## src/sv/cbd_pkg.sv

```systemverilog
`default_nettype none

package cbd_pkg;

	// field widths
	localparam int COORD_BITS = 16;
	localparam int FRAC_BITS  = 4;
	localparam int OUT_W      = 22;

	// working widths
	localparam int EXT_W    = COORD_BITS + 2;
	localparam int SQ_W     = 2 * COORD_BITS;
	localparam int SUM_W    = SQ_W + 1;
	localparam int SCALED_W = SUM_W + 2 * FRAC_BITS;
	localparam int ROOT_W   = (SCALED_W + 1) / 2;
	localparam int RAD_W    = 2 * ROOT_W;
	localparam int REM_W    = ROOT_W + 2;

	// mode code carried in cmd
	typedef enum logic {
		CMD_BOX    = 1'b0,
		CMD_CIRCLE = 1'b1
	} cmd_t;

	// state handed from one root cell to the next
	typedef struct packed {
		logic [REM_W-1:0]      rem;
		logic [ROOT_W-1:0]     root;
		logic [RAD_W-1:0]      rad;
		logic                  circle_mode;
		logic [COORD_BITS-1:0] radius;
	} cbd_cell_t;

endpackage

`default_nettype wire

```

## src/sv/cbd_query_if.sv

```systemverilog
`default_nettype none

interface cbd_query_if;
	logic                                  valid;
	logic                                  ready;
	logic                                  cmd;
	logic signed [cbd_pkg::COORD_BITS-1:0] circle_x;
	logic signed [cbd_pkg::COORD_BITS-1:0] circle_y;
	logic        [cbd_pkg::COORD_BITS-1:0] radius;
	logic signed [cbd_pkg::COORD_BITS-1:0] other_x;
	logic signed [cbd_pkg::COORD_BITS-1:0] other_y;
	logic        [cbd_pkg::COORD_BITS-1:0] box_width;
	logic        [cbd_pkg::COORD_BITS-1:0] box_height;

	modport source (
		output valid, cmd, circle_x, circle_y, radius, other_x, other_y, box_width, box_height,
		input  ready
	);
	modport sink (
		input  valid, cmd, circle_x, circle_y, radius, other_x, other_y, box_width, box_height,
		output ready
	);
endinterface

`default_nettype wire

```

## src/sv/cbd_result_if.sv

```systemverilog
`default_nettype none

interface cbd_result_if;
	logic                             valid;
	logic                             ready;
	logic signed [cbd_pkg::OUT_W-1:0] distance_q4;

	modport source (
		output valid, distance_q4,
		input  ready
	);
	modport sink (
		input  valid, distance_q4,
		output ready
	);
endinterface

`default_nettype wire

```

## src/sv/circle_box_distance_unit.sv

```systemverilog
`default_nettype none

// Circle distance unit: per query, in box mode (cmd 0) the circle center is
// clamped into the box span on each axis and the result is the floored Q4
// distance from center to that point minus the radius, negative on overlap;
// in circle mode (cmd 1) it is the floored Q4 center-to-center distance.
// One query is accepted every cycle while the result side keeps up. A query
// passes through 25 register stages: three front stages (clamp, squares, sum),
// one root cell per root bit (21 cells, one digit each) and one output stage
// for the radius subtraction. Stages hold their item under backpressure and
// empty stages fill, so input stalls only when every stage is full.
module circle_box_distance_unit (
	input  wire logic    clk,
	input  wire logic    arst_n,
	cbd_query_if.sink    query,
	cbd_result_if.source result
);

	logic                             chain_valid [0:cbd_pkg::ROOT_W];
	logic                             chain_ready [0:cbd_pkg::ROOT_W];
	cbd_pkg::cbd_cell_t               chain_cell  [0:cbd_pkg::ROOT_W];
	logic                             valid_q;
	logic signed [cbd_pkg::OUT_W-1:0] distance_q;
	logic        [cbd_pkg::OUT_W-1:0] root_ext, rad_ext, dist_nxt;

	// clamp, square and sum
	cbd_front u_front (
		.clk      (clk),
		.arst_n   (arst_n),
		.query    (query),
		.dn_valid (chain_valid[0]),
		.dn_ready (chain_ready[0]),
		.dn_cell  (chain_cell[0])
	);

	// square root, one digit per cell
	for (genvar i = 0; i < cbd_pkg::ROOT_W; i++) begin : g_cell
		cbd_sqrt_cell u_cell (
			.clk      (clk),
			.arst_n   (arst_n),
			.up_valid (chain_valid[i]),
			.up_ready (chain_ready[i]),
			.up_cell  (chain_cell[i]),
			.dn_valid (chain_valid[i+1]),
			.dn_ready (chain_ready[i+1]),
			.dn_cell  (chain_cell[i+1])
		);
	end

	// subtract the scaled radius in box mode
	always_comb begin
		root_ext = cbd_pkg::OUT_W'(chain_cell[cbd_pkg::ROOT_W].root);
		rad_ext  = cbd_pkg::OUT_W'(chain_cell[cbd_pkg::ROOT_W].radius) << cbd_pkg::FRAC_BITS;
		if (chain_cell[cbd_pkg::ROOT_W].circle_mode == cbd_pkg::CMD_CIRCLE) begin
			dist_nxt = root_ext;
		end else begin
			dist_nxt = root_ext - rad_ext;
		end
	end

	assign chain_ready[cbd_pkg::ROOT_W] = !valid_q || result.ready;

	// output register
	always_ff @(posedge clk or negedge arst_n) begin
		if (!arst_n) begin
			valid_q <= 1'b0;
		end else if (chain_ready[cbd_pkg::ROOT_W]) begin
			valid_q <= chain_valid[cbd_pkg::ROOT_W];
		end
	end

	always_ff @(posedge clk) begin
		if (chain_ready[cbd_pkg::ROOT_W] && chain_valid[cbd_pkg::ROOT_W]) begin
			distance_q <= $signed(dist_nxt);
		end
	end

	assign result.valid       = valid_q;
	assign result.distance_q4 = distance_q;

`ifndef NO_ASSERTIONS
	// input stalls only when the result side is blocked
	a_stall_cause: assert property (@(posedge clk) disable iff (!arst_n)
		!query.ready |-> result.valid && !result.ready)
		else $error("input stalled while output free");
`endif

endmodule

`default_nettype wire

```

## src/sv/cbd_front.sv

```systemverilog
`default_nettype none

module cbd_front (
	input  wire logic          clk,
	input  wire logic          arst_n,
	cbd_query_if.sink          query,
	output logic               dn_valid,
	input  wire logic          dn_ready,
	output cbd_pkg::cbd_cell_t dn_cell
);

	logic                                  v_s1, v_s2, v_s3;
	logic                                  r1, r2, r3;
	logic signed [cbd_pkg::EXT_W-1:0]      cx, cy, ox, oy, hx, hy, px, py, dx, dy;
	logic        [cbd_pkg::EXT_W-1:0]      mx, my;
	logic        [cbd_pkg::COORD_BITS-1:0] ax_s1, ay_s1;
	logic        [cbd_pkg::SQ_W-1:0]       sqx_s2, sqy_s2;
	logic        [cbd_pkg::SUM_W-1:0]      sum_s3;
	logic                                  mode_s1, mode_s2, mode_s3;
	logic        [cbd_pkg::COORD_BITS-1:0] rad_s1, rad_s2, rad_s3;

	// per-stage ready, a stage moves when it is empty or its successor takes
	assign r3          = !v_s3 || dn_ready;
	assign r2          = !v_s2 || r3;
	assign r1          = !v_s1 || r2;
	assign query.ready = r1;

	// clamp the center into the box span, or take the second center
	always_comb begin
		cx = cbd_pkg::EXT_W'(query.circle_x);
		cy = cbd_pkg::EXT_W'(query.circle_y);
		ox = cbd_pkg::EXT_W'(query.other_x);
		oy = cbd_pkg::EXT_W'(query.other_y);
		hx = ox + $signed(cbd_pkg::EXT_W'(query.box_width));
		hy = oy + $signed(cbd_pkg::EXT_W'(query.box_height));
		if (query.cmd == cbd_pkg::CMD_CIRCLE) begin
			px = ox;
			py = oy;
		end else begin
			px = (cx < ox) ? ox : ((cx > hx) ? hx : cx);
			py = (cy < oy) ? oy : ((cy > hy) ? hy : cy);
		end
		dx = px - cx;
		dy = py - cy;
		mx = dx[cbd_pkg::EXT_W-1] ? cbd_pkg::EXT_W'(-dx) : cbd_pkg::EXT_W'(dx);
		my = dy[cbd_pkg::EXT_W-1] ? cbd_pkg::EXT_W'(-dy) : cbd_pkg::EXT_W'(dy);
	end

	// valid bits
	always_ff @(posedge clk or negedge arst_n) begin
		if (!arst_n) begin
			v_s1 <= 1'b0;
			v_s2 <= 1'b0;
			v_s3 <= 1'b0;
		end else begin
			if (r1) v_s1 <= query.valid;
			if (r2) v_s2 <= v_s1;
			if (r3) v_s3 <= v_s2;
		end
	end

	// stage 1: offsets
	always_ff @(posedge clk) begin
		if (r1 && query.valid) begin
			ax_s1   <= mx[cbd_pkg::COORD_BITS-1:0];
			ay_s1   <= my[cbd_pkg::COORD_BITS-1:0];
			mode_s1 <= query.cmd;
			rad_s1  <= query.radius;
		end
	end

	// stage 2: squares
	always_ff @(posedge clk) begin
		if (r2 && v_s1) begin
			sqx_s2  <= cbd_pkg::SQ_W'(ax_s1) * cbd_pkg::SQ_W'(ax_s1);
			sqy_s2  <= cbd_pkg::SQ_W'(ay_s1) * cbd_pkg::SQ_W'(ay_s1);
			mode_s2 <= mode_s1;
			rad_s2  <= rad_s1;
		end
	end

	// stage 3: sum of squares
	always_ff @(posedge clk) begin
		if (r3 && v_s2) begin
			sum_s3  <= cbd_pkg::SUM_W'(sqx_s2) + cbd_pkg::SUM_W'(sqy_s2);
			mode_s3 <= mode_s2;
			rad_s3  <= rad_s2;
		end
	end

	// scaled radicand enters the first root cell
	always_comb begin
		dn_cell             = '0;
		dn_cell.rad         = cbd_pkg::RAD_W'(sum_s3) << (2 * cbd_pkg::FRAC_BITS);
		dn_cell.circle_mode = mode_s3;
		dn_cell.radius      = rad_s3;
	end
	assign dn_valid = v_s3;

endmodule

`default_nettype wire

```

## src/sv/cbd_sqrt_cell.sv

```systemverilog
`default_nettype none

module cbd_sqrt_cell (
	input  wire logic                clk,
	input  wire logic                arst_n,
	input  wire logic                up_valid,
	output logic                     up_ready,
	input  wire cbd_pkg::cbd_cell_t  up_cell,
	output logic                     dn_valid,
	input  wire logic                dn_ready,
	output cbd_pkg::cbd_cell_t       dn_cell
);

	logic                     valid_q;
	cbd_pkg::cbd_cell_t       cell_q;
	cbd_pkg::cbd_cell_t       nxt;
	logic [cbd_pkg::REM_W-1:0] rem_shift, trial;
	logic                     take;

	assign up_ready = !valid_q || dn_ready;

	// one root digit: bring down two radicand bits, try to subtract
	always_comb begin
		rem_shift = {up_cell.rem[cbd_pkg::REM_W-3:0], up_cell.rad[cbd_pkg::RAD_W-1 -: 2]};
		trial     = {up_cell.root, 2'b01};
		take      = rem_shift >= trial;
		nxt       = up_cell;
		nxt.rem   = take ? (rem_shift - trial) : rem_shift;
		nxt.root  = {up_cell.root[cbd_pkg::ROOT_W-2:0], take};
		nxt.rad   = {up_cell.rad[cbd_pkg::RAD_W-3:0], 2'b00};
	end

	always_ff @(posedge clk or negedge arst_n) begin
		if (!arst_n) begin
			valid_q <= 1'b0;
		end else if (up_ready) begin
			valid_q <= up_valid;
		end
	end

	always_ff @(posedge clk) begin
		if (up_ready && up_valid) begin
			cell_q <= nxt;
		end
	end

	assign dn_valid = valid_q;
	assign dn_cell  = cell_q;

`ifndef NO_ASSERTIONS
	// partial remainder never exceeds twice the partial root
	a_rem_bound: assert property (@(posedge clk) disable iff (!arst_n)
		valid_q |-> ((cbd_pkg::REM_W+1)'(cell_q.rem) <= (cbd_pkg::REM_W+1)'({cell_q.root, 1'b0})))
		else $error("root cell remainder out of bound");

	// a blocked cell keeps its item
	a_hold: assert property (@(posedge clk) disable iff (!arst_n)
		valid_q && !dn_ready |=> valid_q && $stable(cell_q))
		else $error("root cell lost a stalled item");
`endif

endmodule

`default_nettype wire

```

## src/flat_wrapper.sv

```systemverilog
// flat-port wrapper written by rule: the top's interface ports become plain ports
module circle_box_distance_unit_flat 
  (clk, arst_n, query_valid, query_cmd, query_circle_x, query_circle_y, query_radius, query_other_x, query_other_y, query_box_width, query_box_height, query_ready, result_valid, result_distance_q4, result_ready);
  cbd_query_if query_i ();
  cbd_result_if result_i ();
  input  wire logic clk;
  input  wire logic arst_n;
  input wire logic [$bits(query_i.valid)-1:0] query_valid;
  input wire logic [$bits(query_i.cmd)-1:0] query_cmd;
  input wire logic [$bits(query_i.circle_x)-1:0] query_circle_x;
  input wire logic [$bits(query_i.circle_y)-1:0] query_circle_y;
  input wire logic [$bits(query_i.radius)-1:0] query_radius;
  input wire logic [$bits(query_i.other_x)-1:0] query_other_x;
  input wire logic [$bits(query_i.other_y)-1:0] query_other_y;
  input wire logic [$bits(query_i.box_width)-1:0] query_box_width;
  input wire logic [$bits(query_i.box_height)-1:0] query_box_height;
  output wire logic [$bits(query_i.ready)-1:0] query_ready;
  output wire logic [$bits(result_i.valid)-1:0] result_valid;
  output wire logic [$bits(result_i.distance_q4)-1:0] result_distance_q4;
  input wire logic [$bits(result_i.ready)-1:0] result_ready;
  assign query_i.valid = query_valid;
  assign query_i.cmd = query_cmd;
  assign query_i.circle_x = query_circle_x;
  assign query_i.circle_y = query_circle_y;
  assign query_i.radius = query_radius;
  assign query_i.other_x = query_other_x;
  assign query_i.other_y = query_other_y;
  assign query_i.box_width = query_box_width;
  assign query_i.box_height = query_box_height;
  assign query_ready = query_i.ready;
  assign result_valid = result_i.valid;
  assign result_distance_q4 = result_i.distance_q4;
  assign result_i.ready = result_ready;
  circle_box_distance_unit u_core (.clk(clk), .arst_n(arst_n), .query(query_i), .result(result_i));
endmodule
```

## config.mk

```make
export PLATFORM = sky130hd
export DESIGN_NAME = circle_box_distance_unit_flat
export DESIGN_NICKNAME = d
export VERILOG_FILES = /design/src/sv/cbd_pkg.sv /design/src/sv/cbd_query_if.sv /design/src/sv/cbd_result_if.sv /design/src/sv/circle_box_distance_unit.sv /design/src/sv/cbd_front.sv /design/src/sv/cbd_sqrt_cell.sv /design/src/flat_wrapper.sv
export SDC_FILE = /design/constraint.sdc
export NUM_CORES = 2
export LEC_CHECK = 0
export ABC_AREA = 1
export ABC_CLOCK_PERIOD_IN_PS = 7790
export BUFFER_PORTS_ARGS = -buffer_cell sky130_fd_sc_hd__buf_2
export CORE_UTILIZATION = 36
export DETAILED_ROUTE_END_ITERATION = 10
export GPL_TIMING_DRIVEN = 0
export PLACE_DENSITY_LB_ADDON = 0.1
export SLEW_MARGIN = 20
export SYNTH_ARGS = -nofsm -noshare
export SYNTH_HDL_FRONTEND = slang
export SYNTH_SLANG_ARGS = --single-unit
```

## constraint.sdc

```tcl
create_clock -name clk -period 7.79 [get_ports clk]
set_clock_uncertainty 0.1 [all_clocks]
set_input_delay 1.558 -clock clk [delete_from_list [all_inputs] [get_ports clk]]
set_output_delay 1.558 -clock clk [all_outputs]
set_load 0.1 [all_outputs]
```

==> flow_results.xml <==
<?xml version="1.0" encoding="UTF-8"?>
<metrics>
  <group name="status">
    <metric name="status" unit="">complete, no violations</metric>
  </group>
  <group name="final_layout">
    <metric name="mostFrequentLayoutCell" unit="">sky130_fd_sc_hd__edfxtp_1</metric>
    <metric name="final_layout_size_suffix_gt1_share" unit="%">6.99</metric>
    <metric name="syn_to_final_growth" unit="%">13.3</metric>
    <metric name="layout.cells.most_common_list" unit="">1445 x sky130_fd_sc_hd__edfxtp_1, 1318 x sky130_fd_sc_hd__inv_1, 1265 x sky130_fd_sc_hd__nand2_1</metric>
    <metric name="final_util" unit="%">41.2</metric>
    <metric name="final_nets" unit="">9094</metric>
  </group>
  <group name="routing">
    <metric name="num_vias" unit="">52700</metric>
    <metric name="final_antenna_net_count" unit="">0</metric>
    <metric name="routed_wirelength" unit="um">188000</metric>
    <metric name="avgViaCountPerCell" unit="">4.72</metric>
    <metric name="post-route-drc-count" unit="">0</metric>
    <metric name="drt_first_iter_violations" unit="">2637</metric>
    <metric name="detailedRoute.firstPassIterationCount" unit="">5</metric>
    <metric name="wl_per_cell" unit="um">16.9</metric>
  </group>
  <group name="yosys">
    <metric name="yosysWarnings" unit="">0</metric>
    <metric name="synth.area.top_cells" unit="">sky130_fd_sc_hd__edfxtp_1 52%, sky130_fd_sc_hd__ha_1 9.3%, sky130_fd_sc_hd__fa_1 8.0%, sky130_fd_sc_hd__inv_1 6.0%, sky130_fd_sc_hd__nand2_1 5.7%</metric>
    <metric name="ys_async_rst_share" unit="%">1.70</metric>
    <metric name="synth.top_cell.area_share" unit="%">51.8</metric>
    <metric name="synthesis.area_per_instance" unit="um^2">10.9</metric>
    <metric name="edff_count_synth" unit="">1445</metric>
    <metric name="seq_area_frac_synth" unit="%">52.6</metric>
    <metric name="synth-seq-cells" unit="">1470</metric>
    <metric name="primary_flip_flop_cell_chosen_by_synthesis_mapping" unit="">sky130_fd_sc_hd__edfxtp_1</metric>
    <metric name="synth_top_area_cell" unit="">sky130_fd_sc_hd__edfxtp_1</metric>
    <metric name="postSynthNetCount" unit="">8741</metric>
    <metric name="synth_cell_types" unit="">77</metric>
    <metric name="syn-cell-area" unit="um^2">83700</metric>
    <metric name="synth_cells" unit="">7665</metric>
  </group>
  <group name="critical_path">
    <metric name="timing.setup.critical_path_class" unit="">flop to flop</metric>
    <metric name="timing.critical_path.to_type" unit="">flop</metric>
    <metric name="critical_path.max_fanout" unit="">10</metric>
    <metric name="crit_path_cell_trace" unit="">clkbuf_1 -&gt; clkbuf_1 -&gt; inv_1 -&gt; fa_1 -&gt; inv_1 -&gt; fa_1 -&gt; inv_1 -&gt; fa_1 -&gt; inv_1 -&gt; fa_1 -&gt; inv_1 -&gt; fa_1 -&gt; inv_1 -&gt; fa_1 -&gt; ha_1 -&gt; nand2_1 -&gt; nor4_1 -&gt; nand3_1 -&gt; o221ai_1 -&gt; nand3_1 -&gt; nand2_1 -&gt; a31oi_1 -&gt; o21ai_0 -&gt; xor2_1</metric>
    <metric name="cp-start-kind" unit="">flop</metric>
    <metric name="worst_path_max_delay_cell" unit="">sky130_fd_sc_hd__clkbuf_1</metric>
    <metric name="critical_path.max_stage_delay" unit="ns">0.63</metric>
    <metric name="worst_ep_arrival_time" unit="ns">7.87</metric>
    <metric name="crit_required" unit="ns">8.24</metric>
  </group>
  <group name="cts">
    <metric name="root_buf_cell" unit="">sky130_fd_sc_hd__clkbuf_16</metric>
    <metric name="cts_made_buffers" unit="">165</metric>
    <metric name="cts_sinks" unit="">1470</metric>
    <metric name="tritoncts" unit="">done</metric>
    <metric name="clock_insertion_delay_worst_skew" unit="ns">0.82</metric>
    <metric name="cts-root-to-sink-buffers" unit="">3</metric>
    <metric name="clk_pin_slew" unit="ns">0.06</metric>
    <metric name="htree_levels" unit="">4</metric>
  </group>
  <group name="floorplanning">
    <metric name="die_h" unit="um">484</metric>
    <metric name="floorplan.rows" unit="">176</metric>
    <metric name="die_w" unit="um">484</metric>
    <metric name="initial_utilization" unit="%">36.3</metric>
    <metric name="top_level_ports" unit="">141</metric>
    <metric name="core_area" unit="um^2">231000</metric>
    <metric name="die_area" unit="um^2">235000</metric>
  </group>
  <group name="global_routing">
    <metric name="grt_max_degree" unit="">55</metric>
    <metric name="first_global_vias" unit="">54500</metric>
    <metric name="number_of_antenna_violations_at_the_first_check_in_global_routing" unit="">5</metric>
    <metric name="global_route_wire_length_before_repair" unit="um">299000</metric>
    <metric name="overflow" unit="">0</metric>
    <metric name="grt.total_usage" unit="%">16.2</metric>
  </group>
  <group name="place">
    <metric name="port-buffer-count" unit="">140</metric>
    <metric name="preCtsSetupSlack" unit="ns">-0.732</metric>
    <metric name="post-dp-hpwl" unit="um">149000</metric>
    <metric name="gp_congestion" unit="">0.887</metric>
  </group>
  <group name="timing">
    <metric name="max_clock_freq" unit="GHz">0.135</metric>
    <metric name="final_clock_period_utilization_by_the_worst_path" unit="%">95.2</metric>
    <metric name="drv_slew" unit="">0</metric>
    <metric name="timing.final.hold_violations" unit="">0</metric>
    <metric name="setup_viol" unit="">0</metric>
    <metric name="post-route-worst-setup-slack" unit="ns">0.374</metric>
    <metric name="relative_slew_slack" unit="%">21.9</metric>
    <metric name="final_critical_delay_including_setup_and_external_delays" unit="ns">7.42</metric>
    <metric name="tightestPinTransition" unit="ns">1.16</metric>
  </group>
  <group name="hold_path">
    <metric name="min-delay-path-class" unit="">flop to flop</metric>
  </group>
  <group name="job">
    <metric name="max_cap_violations" unit="">0</metric>
  </group>
</metrics>
timing repair:
action / 4_1_cts / 5_1_grt
endpoints found under the hold margin: 0 / 0
buffers inserted: 0 / 5
hold buffers: 0 / 0
resized for setup: 0 / 19
endpoints found under the setup margin: 0 / 25
per-layer routing:
metal | wire length (um) | share of wire [%] | global-route usage, %
met5 | 0 | 0 | 0
met4 | 4320 | 2.3 | 4.38
met3 | 5610 | 3.0 | 2.22
met2 | 95300 | 51 | 28.9
met1 | 83200 | 44 | 20.3
flip-flops by register name, indices dropped and copies added (netlist names), 16 cells and up:
signal	count
u_core.g_cell.u_cell.dn_valid	21
u_core.u_front.sum_s3	33
u_core.u_front.ay_s1	16
u_core.u_front.rad_s1	16
u_core.g_cell.u_cell.dn_cell	1245
u_core.result.distance_q4	22
u_core.u_front.ax_s1	16
u_core.u_front.sqx_s2	31
u_core.u_front.sqy_s2	31
u_core.u_front.rad_s2	16
u_core.u_front.rad_s3	16
worst max-delay path, delay by kind of cell, from the launching register on:
kind,cells,cell delay (ns)
adders and majority gates,7,3.56
DFF,1,0.32
and+or+nand+nor,5,0.74
AOI/OAI and AO/OA,3,0.76
xor gates and xnor gates,1,0.09
buffers and inverters,8,1.59
Yosys cell counts, types with 18 or more instances:
library cell,instances
sky130_fd_sc_hd__edfxtp_1,1445
sky130_fd_sc_hd__inv_1,1330
sky130_fd_sc_hd__nand2_1,1265
sky130_fd_sc_hd__ha_1,623
sky130_fd_sc_hd__nor2_1,478
sky130_fd_sc_hd__a21oi_1,468
sky130_fd_sc_hd__fa_1,336
sky130_fd_sc_hd__o21ai_0,298
sky130_fd_sc_hd__xor2_1,263
sky130_fd_sc_hd__nand3_1,235
sky130_fd_sc_hd__xnor2_1,214
sky130_fd_sc_hd__clkbuf_1,92
sky130_fd_sc_hd__nor3_1,73
sky130_fd_sc_hd__nand4_1,71
sky130_fd_sc_hd__o21ai_1,59
sky130_fd_sc_hd__a31oi_1,35
sky130_fd_sc_hd__a21o_1,33
sky130_fd_sc_hd__nor4_1,31
sky130_fd_sc_hd__o211ai_1,31
sky130_fd_sc_hd__o21bai_1,29
sky130_fd_sc_hd__dfrtp_1,25
sky130_fd_sc_hd__or2_2,18
metrics by stage:
stage / TNS, ns / cell area (um^2) / std cells / hold slack [ns]
global route: -0.0274 / 94900 / 11200 / 0.289
finish: 0 / 94900 / 11200 / 0.292
detailed placement: -14.92 / 89300 / 10900 / 0.305
floorplan: 0 / 83700 / 7665 / 0.300
global placement: -192.08 / 88200 / 10800 / 0.300
CTS: 0 / 94800 / 11200 / 0.281
cells by family after synthesis:
| logic type | share of synthesized area [%] |
|---|---|
| AND/OR/NAND/NOR | 11.3 |
| flip-flops | 52.6 |
| buffers and inverters | 6.65 |
| AO/OA/AOI/OAI | 7.05 |
| adder cells (fa/ha/maj) | 17.3 |
| XOR/XNOR | 5.03 |
| multiplexers | 0.0269 |
| other | 0.00448 |
path summary, 6_finish.rpt:
| path | start | endpoint | slack [ns] | cells past startpoint |
|---|---|---|---|---|
| hold reg to reg | u_core.g_cell[8].u_cell.dn_cell[10] | u_core.g_cell[9].u_cell.dn_cell[10] | 0.29 | 0 |
| setup reg to reg | u_core.u_front.ay_s1[7] | u_core.u_front.sqy_s2[30] | 0.37 | 24 |
| hold / removal | u_core.g_cell[8].u_cell.dn_cell[10] | u_core.g_cell[9].u_cell.dn_cell[10] | 0.29 | 0 |
| min in group asynchronous | arst_n | u_core.result.valid | 0.73 | 1 |
| max in group asynchronous | arst_n | u_core.g_cell[5].u_cell.dn_valid | 6.24 | 1 |
| setup / recovery | u_core.u_front.ay_s1[7] | u_core.u_front.sqy_s2[30] | 0.37 | 24 |
final cells by class:
type | instances | area (um^2)
Fill cell | 22100 | 136000
Antenna cell | 2 | 5.00
Tap cell | 3026 | 3790
Sequential cell | 1470 | 44000
Inverter | 1340 | 5060
Timing Repair Buffer | 186 | 1700
Buffer | 120 | 547
Clock buffer | 204 | 4300
Clock inverter | 96 | 1200
Multi-Input combinational cell | 4735 | 34300
Power is left out: the tool's default activity adds up to more than one toggle a clock period on the data nets, which glitch-free logic cannot reach.
